<file path="src/saes_pkg.sv">
// shared types and constants of the servo axis enable sequencer
package saes_pkg;

    localparam int NUM_AXES_DEF     = 7;
    localparam int RETRY_PERIOD_DEF = 5;

    localparam int IDX_W    = 3;
    localparam int STATUS_W = 16;
    localparam int POS_W    = 32;
    localparam int STEP_W   = 16;

    // drive states seen in the status low byte
    localparam logic [7:0] ST_SWITCH_ON_DISABLED = 8'h50;
    localparam logic [7:0] ST_READY_TO_SWITCH_ON = 8'h21;
    localparam logic [7:0] ST_READY_ALT          = 8'h31;
    localparam logic [7:0] ST_SWITCHED_ON        = 8'h33;
    localparam logic [7:0] ST_OP_ENABLED         = 8'h37;

    // control words
    localparam logic [STATUS_W-1:0] CW_SHUTDOWN  = 16'h0006;
    localparam logic [STATUS_W-1:0] CW_SWITCH_ON = 16'h0007;
    localparam logic [STATUS_W-1:0] CW_ENABLE_OP = 16'h000F;

    // register reset values
    localparam logic [POS_W-1:0]  DEFAULT_POSITION_RST   = 32'd0;
    localparam logic [STEP_W-1:0] APPROACH_STEP_RST      = 16'd120;
    localparam logic [STEP_W-1:0] APPROACH_TOLERANCE_RST = 16'd80;

    typedef enum logic [1:0] {
        CFG_DEFAULT_POSITION   = 2'd0,
        CFG_APPROACH_STEP      = 2'd1,
        CFG_APPROACH_TOLERANCE = 2'd2
    } cfg_idx_t;

    typedef struct packed {
        logic [STATUS_W-1:0] control_word;
        logic                control_valid;
        logic [POS_W-1:0]    target_pos;
        logic                target_valid;
        logic                axis_enabled;
        logic                all_enabled;
        logic                homing_done;
    } result_t;

    typedef struct packed {
        logic [POS_W-1:0]  hi_thr;
        logic [POS_W-1:0]  lo_thr;
        logic [STEP_W-1:0] approach_step;
    } approach_cfg_t;

endpackage

</file>
<file path="src/saes_axis_core.sv">
// per-axis state and the combinational enable and homing step
module saes_axis_core
    import saes_pkg::*;
#(
    parameter int NUM_AXES     = NUM_AXES_DEF,
    parameter int RETRY_PERIOD = RETRY_PERIOD_DEF
)
(
    input  logic                clk,
    input  logic                rst_n,
    input  logic                step,
    input  logic [IDX_W-1:0]    axis_index,
    input  logic [STATUS_W-1:0] drive_status,
    input  logic [POS_W-1:0]    actual_position,
    input  logic                last_axis,
    input  approach_cfg_t       acfg,
    output result_t             res,
    output logic                all_on
);

    localparam int RETRY_W = $clog2(RETRY_PERIOD + 1);
    localparam int SEL_W   = IDX_W + 2;
    localparam logic [RETRY_W-1:0] RETRY_RELOAD = RETRY_W'(RETRY_PERIOD);

    logic [STATUS_W-1:0] prev_reg   [NUM_AXES];
    logic [RETRY_W-1:0]  retry_reg  [NUM_AXES];
    logic [POS_W-1:0]    target_reg [NUM_AXES];
    logic [NUM_AXES-1:0] homed_reg;
    logic [NUM_AXES-1:0] on_reg;
    logic                all_on_reg;

    logic [NUM_AXES-1:0] sel;
    logic                in_range;
    logic [7:0]          low;
    logic [STATUS_W-1:0] prev_rd;
    logic [RETRY_W-1:0]  retry_rd;
    logic [POS_W-1:0]    target_rd;
    logic                homed_rd;
    logic [RETRY_W-1:0]  retry_eff;
    logic [RETRY_W-1:0]  retry_next;
    logic [POS_W-1:0]    target_next;
    logic                homed_next;
    logic [NUM_AXES-1:0] on_next;
    logic                all_on_next;
    logic                is_enabled;
    logic                capture;
    logic                fire;
    logic [POS_W-1:0]    target_dn;
    logic [POS_W-1:0]    target_up;

    always_comb
    begin
        sel       = '0;
        prev_rd   = '0;
        retry_rd  = '0;
        target_rd = '0;
        homed_rd  = 1'b0;
        for (int i = 0; i < NUM_AXES; i++)
        begin
            sel[i] = ({2'b00, axis_index} == SEL_W'(i));
            if (sel[i])
            begin
                prev_rd   = prev_reg[i];
                retry_rd  = retry_reg[i];
                target_rd = target_reg[i];
                homed_rd  = homed_reg[i];
            end
        end
    end

    assign in_range   = |sel;
    assign low        = drive_status[7:0];
    assign is_enabled = (low == ST_OP_ENABLED);
    assign retry_eff  = (prev_rd != drive_status) ? RETRY_RELOAD : retry_rd;
    assign fire       = (retry_eff == RETRY_RELOAD);
    assign target_dn  = target_rd - {16'd0, acfg.approach_step};
    assign target_up  = target_rd + {16'd0, acfg.approach_step};

    always_comb
    begin
        res         = '0;
        retry_next  = retry_eff;
        target_next = target_rd;
        homed_next  = homed_rd;
        capture     = 1'b0;
        on_next     = on_reg;
        all_on_next = all_on_reg;
        if (!all_on_reg)
        begin
            if (in_range)
            begin
                on_next = (on_reg & ~sel) | (is_enabled ? sel : '0);
                if (!is_enabled)
                begin
                    if (fire)
                    begin
                        case (low) inside
                            ST_SWITCH_ON_DISABLED:
                            begin
                                res.control_word  = CW_SHUTDOWN;
                                res.control_valid = 1'b1;
                            end
                            ST_READY_TO_SWITCH_ON, ST_READY_ALT:
                            begin
                                res.control_word  = CW_SWITCH_ON;
                                res.control_valid = 1'b1;
                                capture           = 1'b1;
                            end
                            ST_SWITCHED_ON:
                            begin
                                res.control_word  = CW_ENABLE_OP;
                                res.control_valid = 1'b1;
                                capture           = 1'b1;
                            end
                            default:
                            begin
                                res.control_valid = 1'b0;
                            end
                        endcase
                    end
                    retry_next = (retry_eff == '0) ? RETRY_RELOAD : retry_eff - 1'b1;
                end
            end
            if (capture)
            begin
                target_next      = actual_position;
                res.target_pos   = actual_position;
                res.target_valid = 1'b1;
            end
            if (last_axis)
            begin
                all_on_next = &on_next;
            end
        end
        else if (in_range && is_enabled && !homed_rd)
        begin
            if ($signed(actual_position) > $signed(acfg.hi_thr))
            begin
                target_next = target_dn;
            end
            else if ($signed(actual_position) < $signed(acfg.lo_thr))
            begin
                target_next = target_up;
            end
            else
            begin
                homed_next = 1'b1;
            end
            res.target_pos   = target_next;
            res.target_valid = 1'b1;
        end
        res.axis_enabled = in_range && is_enabled;
        res.all_enabled  = all_on_next;
        res.homing_done  = in_range && homed_next;
    end

    always_ff @(posedge clk or negedge rst_n)
    begin
        if (!rst_n)
        begin
            for (int i = 0; i < NUM_AXES; i++)
            begin
                prev_reg[i]   <= '0;
                retry_reg[i]  <= RETRY_RELOAD;
                target_reg[i] <= '0;
            end
            homed_reg  <= '0;
            on_reg     <= '0;
            all_on_reg <= 1'b0;
        end
        else if (step)
        begin
            for (int i = 0; i < NUM_AXES; i++)
            begin
                if (sel[i])
                begin
                    prev_reg[i]   <= all_on_reg ? prev_reg[i] : drive_status;
                    retry_reg[i]  <= all_on_reg ? retry_reg[i] : retry_next;
                    target_reg[i] <= target_next;
                    homed_reg[i]  <= homed_next;
                end
            end
            on_reg     <= on_next;
            all_on_reg <= all_on_next;
        end
    end

    assign all_on = all_on_reg;

endmodule

</file>
<file path="src/servo_axis_enable_sequencer.sv">
// top level: configuration registers, input register, output register
// Servo axis enable sequencer.
// Input channel: in_valid / in_stall with axis_index, drive_status,
// actual_position and last_axis; a transfer happens when in_valid is high
// and in_stall is low. Output channel: out_valid / out_stall with one result
// per input item, presented in input order.
// Configuration: cfg_valid / cfg_ready with cfg_index and cfg_data;
// cfg_ready is always high, index 0 is the home position, 1 the approach
// step, 2 the home tolerance; other indexes are ignored.
// An item taken in lands in the input register; the axis core processes
// it from there and its result is registered in the output register,
// which drives out_valid; a stall can hold the item in the input register.
// Throughput: one item per cycle while out_stall is low; the per-axis
// state is read, updated and written back as the result is registered.
// When the receiver stalls, the output register holds its result and the
// input register holds the next item; in_stall rises only while both are
// full and out_stall is high. Reset empties both registers, puts every axis
// back to its reset state (retry counter reloaded, not homed, not enabled)
// and returns the block to status mode.
module servo_axis_enable_sequencer
    import saes_pkg::*;
#(
    parameter int NUM_AXES     = NUM_AXES_DEF,
    parameter int RETRY_PERIOD = RETRY_PERIOD_DEF
)
(
    input  logic                clk,
    input  logic                rst_n,
    input  logic                in_valid,
    output logic                in_stall,
    input  logic [IDX_W-1:0]    axis_index,
    input  logic [STATUS_W-1:0] drive_status,
    input  logic [POS_W-1:0]    actual_position,
    input  logic                last_axis,
    output logic                out_valid,
    input  logic                out_stall,
    output logic [STATUS_W-1:0] control_word,
    output logic                control_valid,
    output logic [POS_W-1:0]    target_pos,
    output logic                target_valid,
    output logic                axis_enabled,
    output logic                all_enabled,
    output logic                homing_done,
    input  logic                cfg_valid,
    output logic                cfg_ready,
    input  logic [1:0]          cfg_index,
    input  logic [POS_W-1:0]    cfg_data
);

    logic [POS_W-1:0]    default_position_reg;
    logic [STEP_W-1:0]   approach_step_reg;
    logic [STEP_W-1:0]   approach_tolerance_reg;
    logic [POS_W-1:0]    hi_thr_reg;
    logic [POS_W-1:0]    lo_thr_reg;

    logic                in_valid_reg;
    logic [IDX_W-1:0]    axis_index_reg;
    logic [STATUS_W-1:0] drive_status_reg;
    logic [POS_W-1:0]    actual_position_reg;
    logic                last_axis_reg;

    logic                out_valid_reg;
    result_t             result_reg;

    logic                advance;
    logic                step;
    logic                in_take;
    approach_cfg_t       acfg;
    result_t             result_next;
    logic                all_on;

    assign cfg_ready = 1'b1;

    always_ff @(posedge clk or negedge rst_n)
    begin
        if (!rst_n)
        begin
            default_position_reg   <= DEFAULT_POSITION_RST;
            approach_step_reg      <= APPROACH_STEP_RST;
            approach_tolerance_reg <= APPROACH_TOLERANCE_RST;
        end
        else if (cfg_valid && cfg_ready)
        begin
            unique case (cfg_idx_t'(cfg_index))
                CFG_DEFAULT_POSITION:   default_position_reg   <= cfg_data;
                CFG_APPROACH_STEP:      approach_step_reg      <= cfg_data[STEP_W-1:0];
                CFG_APPROACH_TOLERANCE: approach_tolerance_reg <= cfg_data[STEP_W-1:0];
                default:                default_position_reg   <= default_position_reg;
            endcase
        end
    end

    // home window edges, wrapping
    always_ff @(posedge clk)
    begin
        hi_thr_reg <= default_position_reg + {16'd0, approach_tolerance_reg};
        lo_thr_reg <= default_position_reg - {16'd0, approach_tolerance_reg};
    end

    assign acfg.hi_thr        = hi_thr_reg;
    assign acfg.lo_thr        = lo_thr_reg;
    assign acfg.approach_step = approach_step_reg;

    assign advance  = !out_valid_reg || !out_stall;
    assign step     = in_valid_reg && advance;
    assign in_stall = in_valid_reg && !advance;
    assign in_take  = in_valid && !in_stall;

    always_ff @(posedge clk or negedge rst_n)
    begin
        if (!rst_n)
        begin
            in_valid_reg <= 1'b0;
        end
        else if (in_take)
        begin
            in_valid_reg <= 1'b1;
        end
        else if (advance)
        begin
            in_valid_reg <= 1'b0;
        end
    end

    always_ff @(posedge clk)
    begin
        if (in_take)
        begin
            axis_index_reg      <= axis_index;
            drive_status_reg    <= drive_status;
            actual_position_reg <= actual_position;
            last_axis_reg       <= last_axis;
        end
    end

    saes_axis_core #(
        .NUM_AXES     (NUM_AXES),
        .RETRY_PERIOD (RETRY_PERIOD)
    ) u_core (
        .clk             (clk),
        .rst_n           (rst_n),
        .step            (step),
        .axis_index      (axis_index_reg),
        .drive_status    (drive_status_reg),
        .actual_position (actual_position_reg),
        .last_axis       (last_axis_reg),
        .acfg            (acfg),
        .res             (result_next),
        .all_on          (all_on)
    );

    always_ff @(posedge clk or negedge rst_n)
    begin
        if (!rst_n)
        begin
            out_valid_reg <= 1'b0;
        end
        else if (advance)
        begin
            out_valid_reg <= in_valid_reg;
        end
    end

    always_ff @(posedge clk)
    begin
        if (step)
        begin
            result_reg <= result_next;
        end
    end

    assign out_valid     = out_valid_reg;
    assign control_word  = result_reg.control_word;
    assign control_valid = result_reg.control_valid;
    assign target_pos    = result_reg.target_pos;
    assign target_valid  = result_reg.target_valid;
    assign axis_enabled  = result_reg.axis_enabled;
    assign all_enabled   = result_reg.all_enabled;
    assign homing_done   = result_reg.homing_done;

`ifndef SYNTHESIS
    // operation mode is left only by reset
    a_all_on_sticky: assert property (@(posedge clk) disable iff (!rst_n)
        all_on |=> all_on)
        else $error("operation mode dropped");

    // control words only in status mode and only known codes
    a_ctrl_code: assert property (@(posedge clk) disable iff (!rst_n)
        (out_valid && control_valid) |->
            (!all_enabled && (control_word == CW_SHUTDOWN ||
             control_word == CW_SWITCH_ON || control_word == CW_ENABLE_OP)))
        else $error("bad control word");

    // stall only when both registers are full
    a_stall_full: assert property (@(posedge clk) disable iff (!rst_n)
        in_stall |-> (in_valid_reg && out_valid_reg && out_stall))
        else $error("spurious input stall");

    // a result is produced for every processed item
    a_step_out: assert property (@(posedge clk) disable iff (!rst_n)
        step |=> out_valid_reg)
        else $error("result lost");
`endif

endmodule

</file>
<file path="config.mk">
export PLATFORM = sky130hd
export DESIGN_NAME = servo_axis_enable_sequencer
export DESIGN_NICKNAME = d
export VERILOG_FILES = /design/src/saes_pkg.sv /design/src/saes_axis_core.sv /design/src/servo_axis_enable_sequencer.sv
export SDC_FILE = /design/constraint.sdc
export NUM_CORES = 1
export LEC_CHECK = 0
export BUFFER_PORTS_ARGS = -buffer_cell sky130_fd_sc_hd__buf_4
export CAP_MARGIN = 10
export CORE_UTILIZATION = 55
export DETAILED_ROUTE_END_ITERATION = 16
export MAX_ROUTING_LAYER = met4
export PLACE_DENSITY = 0.75
export SLEW_MARGIN = 20
export SYNTH_ARGS = -nofsm -noshare
export SYNTH_HDL_FRONTEND = slang
export SYNTH_SLANG_ARGS = --single-unit
export TNS_END_PERCENT = 30
</file>
<file path="constraint.sdc">
create_clock -name clk -period 5.3 [get_ports clk]
set_input_delay 0.53 -clock clk [delete_from_list [all_inputs] [get_ports clk]]
set_output_delay 0.53 -clock clk [all_outputs]
set_load 0.05 [all_outputs]
</file>
# After elaboration in Yosys (flattened, before gate mapping)
# Index checks and enable logic that the tools add are counted.
# totals
n_memories,0
rom_bits,0
mem_bits_rw,0
register_bits,595
latch_bits,0
out_inout_bits,56
inputBits,91
elab_cells,180
# op_classes
muxes,62
n_div,0
bitwise_logic,6
shift,0
n_addsub,5
order_cmp,2
eq_ne,15
n_reduce_logical,40
mul,0
# ops
cell,n
$mux W32,12
$mux W16,7
$mux W33,3
$add A32 B16 Y32,2
$sub A32 B16 Y32,2
$mux W3,13
$eq A8 B6 Y1 const B,4
$gt A32 B32 Y1,1
$lt A32 B32 Y1,1
$mux W1,23
$reduce_and A2 Y1,11
$mux W7,3
$reduce_and A3 Y1,7
$ne A16 B16 Y1,1
$reduce_or A7 Y1,2
$eq A3 B3 Y1 const B,4
$eq A8 B7 Y1 const B,1
$and A7 B7 Y7,1
$not A7 Y7,1
$or A7 B7 Y7,1
$reduce_and A7 Y1,1
$eq A3 B2 Y1 const B,2
$logic_and A1 B1 Y1,6
$logic_not A3 Y1,2
13 further kinds,19

# Logic depth before layout (Yosys ltp)
# logic_depth
ltp_word,17
depth_mapped,25
mapped_depth_nobuf,19

# Hierarchy
# Synthesis repeated with hierarchy kept, for this count alone.
# unflattened
hier_cells,3260
hier_area_um2,31843.0
# by_module_without_submodules
module,seq_area_each_um2,cells_each,area_each_um2,n_inst
saes_axis_core,9326.4,2593,22619.2,1
servo_axis_enable_sequencer,6073.3,667,9223.8,1

# Worst setup path after synthesis
# No wires, ideal clock.
# synth_path
path_kind,reg-to-reg
from,register axis_index_reg[0]
to,register u_core.target_reg[150] in the netlist's numbering
required_ns,5.175
arrival_ns,5.098
slack_ns,0.078
synth_period_minus_slack_ns,5.222
stages_incl_launch_ff,23
path_buffers,7
setup_ns,0.125
cell_sequence,edfxtp_1 -> buf_4 -> buf_6 -> buf_4 -> buf_2 -> buf_2 -> buf_2 -> buf_2 -> mux2i_1 -> o21ai_0 -> a222oi_1 -> a21oi_1 -> ha_1 -> or4_1 -> nor3_1 -> o41ai_1 -> a21oi_1 -> nand3_1 -> or3_1 -> nand2_1 -> xnor2_1 -> a221o_1 -> mux2_2
# synth_via
elab_chain_len,17
word_cells_on_any_way,54
classes_between,add/sub: 2; eq/ne: 8; mux: 38; reduce/logical: 6
# synth_rtl
item,line_no,rtl
start: declaration,servo_axis_enable_sequencer.sv:57,logic [IDX_W-1:0] axis_index_reg;
start signal: assignment,servo_axis_enable_sequencer.sv:129,axis_index_reg <= axis_index;
branches (longest 17 deep; another with $add A32 B16 Y32),--,
end signal: indexed assignment,saes_axis_core.sv:179,target_reg[i] <= target_next;
end: declaration,saes_axis_core.sv:27,logic [POS_W-1:0] target_reg [NUM_AXES];
# Several ways; the timed one is not identified. The select of a mux whose other input is x is not followed.
# A chain may end at the register's enable or synchronous reset.

# Final worst setup path
# layout_path
from,register axis_index_reg[0]
to,register u_core.target_reg[45] in the netlist's numbering
# The elaborated chain is that of the path after synthesis.

==> run metrics <==
worst hold path class input port to flip-flop; row count 86; worst setup path category flip-flop to flip-flop; Post-DRT Antenna Nets 0; r2r setup slk about 220 ps; relative slew slack between 20% and 30%; Setup TNS 0 ps; clk buf depth 3; HP Start drive_status[13]; Vias/cell between 6 and 7; CTS Buf Count a little over 60; die footprint ~57000 µm²; clk slew on worst S/H paths approximately 60 ps; layout cells sized above 1 23.95%; FMAX around 200 MHz; largest net degree at the start of global routing between 100 and 150; diode count 0; I/O Buffers 133; drt pass-1 iters 6; Slew Viols, Final 0; Root Driver clkbuf_16; final number of hold-violating endpoints 0; hpwl dp between 60 and 70 mm; Area Growth Syn to Fin 13.94%; CTS tree done; Die Height ~240 µm; CTS sink cnt 592; post-route clock period utilization 95.83%; DR DRC count 0; Routed WL per cell between 20 and 25 µm; Slew @ Worst Pin between 1000 and 1500 ps; worst hold stages 1; Mapped Cells just under 3000; Max VDD drop 0.0003443 V; first-pass GRT wire length 140.7 mm; CP Max Fanout 44; worst hold endpoint drive_status_reg[13]$_DFFE_PP_; Post-Syn Area per Cell roughly 11 µm²; Worst R2R End u_core.target_reg[45]$_DFFE_PN0P_; Syn Std Cell Area approximately 30000 µm²; overall power roughly 16000 µW; DRT iter0 DRCs roughly 2000; fillers approximately 4300; Synth warnings 0; Worst Setup SP axis_index_reg[0]$_DFFE_PP_; WP data required roughly 5800 ps; r2r worst-path depth 14; origin of the critical flop-to-flop path axis_index_reg[0]$_DFFE_PP_; status finished, final reports clean; PD cells approximately 440 nW/µm²; DRT Wirelength around 92 mm; routability cong. around 0.95; Synth top area share between 30% and 40%; clk_lat worst skew roughly 660 ps; register bit total from synthesis 592; total leakage power 0.01566 µW; htree depth 2; vias in the first global route between 20000 and 25000; Largest register FFs between 200 and 250; min Tclk post-route about 5100 ps; Starting Density a little under three fifths; Critical Path Start Type flip-flop; total congestion overflow 0; I/O pin cnt around 150; register area share after synthesis about 49%; core area roughly 55000 µm²; Async S/R FF share, synth 73.99%; Worst Skew roughly 48 ps; final setup vio count 0; Die Wd roughly 240 µm; predominant post-synthesis flop cell dfrtp_1; GRT Total Usage around a third; Arr. time, crit path between 5000 and 6000 ps; Synth area leaders dfrtp_1 34%, mux2_2 11%, edfxtp_1 8.9%; CP Capture Type flip-flop; Final nets about 3300; RSZ-0062 raised after global routing no; Yosys top cell by area dfrtp_1; Netlist cell types a little under 100; vias between 20000 and 25000; max_cap viols 0; initial antenna violation count 0; Post-synth EDFFs 91
## synth_stat cells (8+ instances only)
master / n
edfxtp_1: 91
nand4_1: 22
dfrtp_1: 418
a31oi_1: 23
mux2i_1: 67
o21ai_1: 14
o21ai_0: 232
nor2b_1: 21
nand2_1: 280
mux2_2: 300
buf_6: 9
o211ai_1: 16
and2_1: 9
ha_1: 128
a22o_1: 14
or2_2: 10
inv_1: 157
a221oi_1: 15
xnor2_1: 60
nand3b_1: 8
dfstp_2: 20
buf_2: 23
o21a_1: 13
clkbuf_1: 107
nand3_1: 47
buf_1: 11
buf_4: 28
o22ai_1: 47
a2bb2oi_1: 9
a221oi_2: 8
o21bai_1: 16
or3_1: 16
a21o_1: 18
a22oi_1: 16
and3_1: 15
dfxtp_1: 63
a21oi_1: 104
xor2_1: 30
nor2_1: 158
a211oi_1: 22
nor3_1: 34
a221o_1: 18
o221ai_1: 15
nand2b_1: 23
## routing by layer
metal	wire length (µm)	track usage (%)	vias up
li1	-	-	10610
met1	36010	39.40	11690
met2	45590	56.52	938
met3	5208	4.573	294
met4	5227	17.48	0
met5	0	-	-
## worst max-delay path: stages, from the launching register on
cell and delay, ps:
edfxtp_1 350, buf_4 210, buf_4 420, buf_4 400, mux4_2 540, o21ai_0 210
xor2_1 480, nand4_1 270, nor4_4 390, a21boi_4 190, buf_12 240, nand2_1 110
a21boi_0 540, nand2_1 230, mux2_2 310
## where the power goes
group / switching, µW / internal, µW / leakage [µW]
sequential: 725 / 5800 / 0.00690
combinational: 2610 / 1970 / 0.00772
clock: 1840 / 2640 / 0.00104
## cell type report
cell class              instances  area (µm²)  area share [%]
clock buffers                  94        1844           5.258
clock inverters                21       271.5          0.7740
inverters                     159       596.8           1.701
multi-input cells            1970       14490           41.31
flip-flops and latches        592       14980           42.70
well taps                     748       935.9           2.668
repair buffers                250        1961           5.589
## worst max path at each step
stage | to | slack (ps)
detailed placement | u_core.target_reg[7]$_DFFE_PN0P_ | 280
global route | u_core.target_reg[28]$_DFFE_PN0P_ | 7
global placement | u_core.target_reg[7]$_DFFE_PN0P_ | 350
finish | u_core.target_reg[45]$_DFFE_PN0P_ | 220
CTS | u_core.target_reg[21]$_DFFE_PN0P_ | 200
floorplan | u_core.target_reg[150]$_DFFE_PN0P_ | 80
## per-stage QoR
step / instances / util (%) / setup slack, ps / hold slack, ps / instance area [µm²]
3_3_place_gp: 3716 / 59.59 / 349.0 / 456.5 / 32890
2_1_floorplan: 2900 / - / 77.50 / 234.4 / 30830
6_report: 3834 / 63.55 / 221.0 / 45.67 / 35080
4_1_cts: 3832 / 63.45 / 197.9 / 21.40 / 35030
5_1_grt: 3834 / 63.55 / 7.272 / 36.85 / 35080
3_5_place_dp: 3716 / 59.60 / 284.4 / 468.9 / 32900
## logic make-up (layout without fill, tap and decap cells)
| kind of cell | Yosys count | after routing | synth area share (%) |
|---|---|---|---|
| xor+xnor | 90 | 90 | 2.560 |
| simple gates | 680 | 680 | 10.28 |
| other cells | 2 | 13 | 0.02439 |
| buf+inv | 338 | 524 | 4.780 |
| compound gates | 680 | 680 | 14.53 |
| flops | 592 | 592 | 48.66 |
| fa+ha+maj | 132 | 132 | 5.462 |
| mux | 375 | 375 | 13.70 |
## cells in the final DEF, fill, tap and decap left out, types with 16 or more instances in the layout
| cell type | count |
|---|---|
| a211oi_1 | 22 |
| a21o_1 | 18 |
| a21oi_1 | 103 |
| a221o_1 | 18 |
| a22oi_1 | 16 |
| a31oi_1 | 23 |
| buf_4 | 240 |
| clkbuf_1 | 17 |
| clkbuf_16 | 64 |
| dfrtp_1 | 418 |
| dfstp_2 | 20 |
| dfxtp_1 | 63 |
| edfxtp_1 | 91 |
| ha_1 | 128 |
| inv_1 | 157 |
| mux2_2 | 300 |
| mux2i_1 | 67 |
| nand2_1 | 278 |
| nand2b_1 | 23 |
| nand3_1 | 46 |
| nand4_1 | 22 |
| nor2_1 | 149 |
| nor2b_1 | 20 |
| nor3_1 | 31 |
| o211ai_1 | 16 |
| o21ai_0 | 232 |
| o21bai_1 | 16 |
| o22ai_1 | 47 |
| or3_1 | 16 |
| xnor2_1 | 60 |
| xor2_1 | 30 |
## repair_timing
action | in CTS | in global routing
resized for setup | 0 | 6
setup endpoints to repair | 0 | 50
hold buffers | 1 | 0
setup buffers | 0 | 1
hold endpoints to repair | 2 | 0
Power figures use the tool's default switching activity.
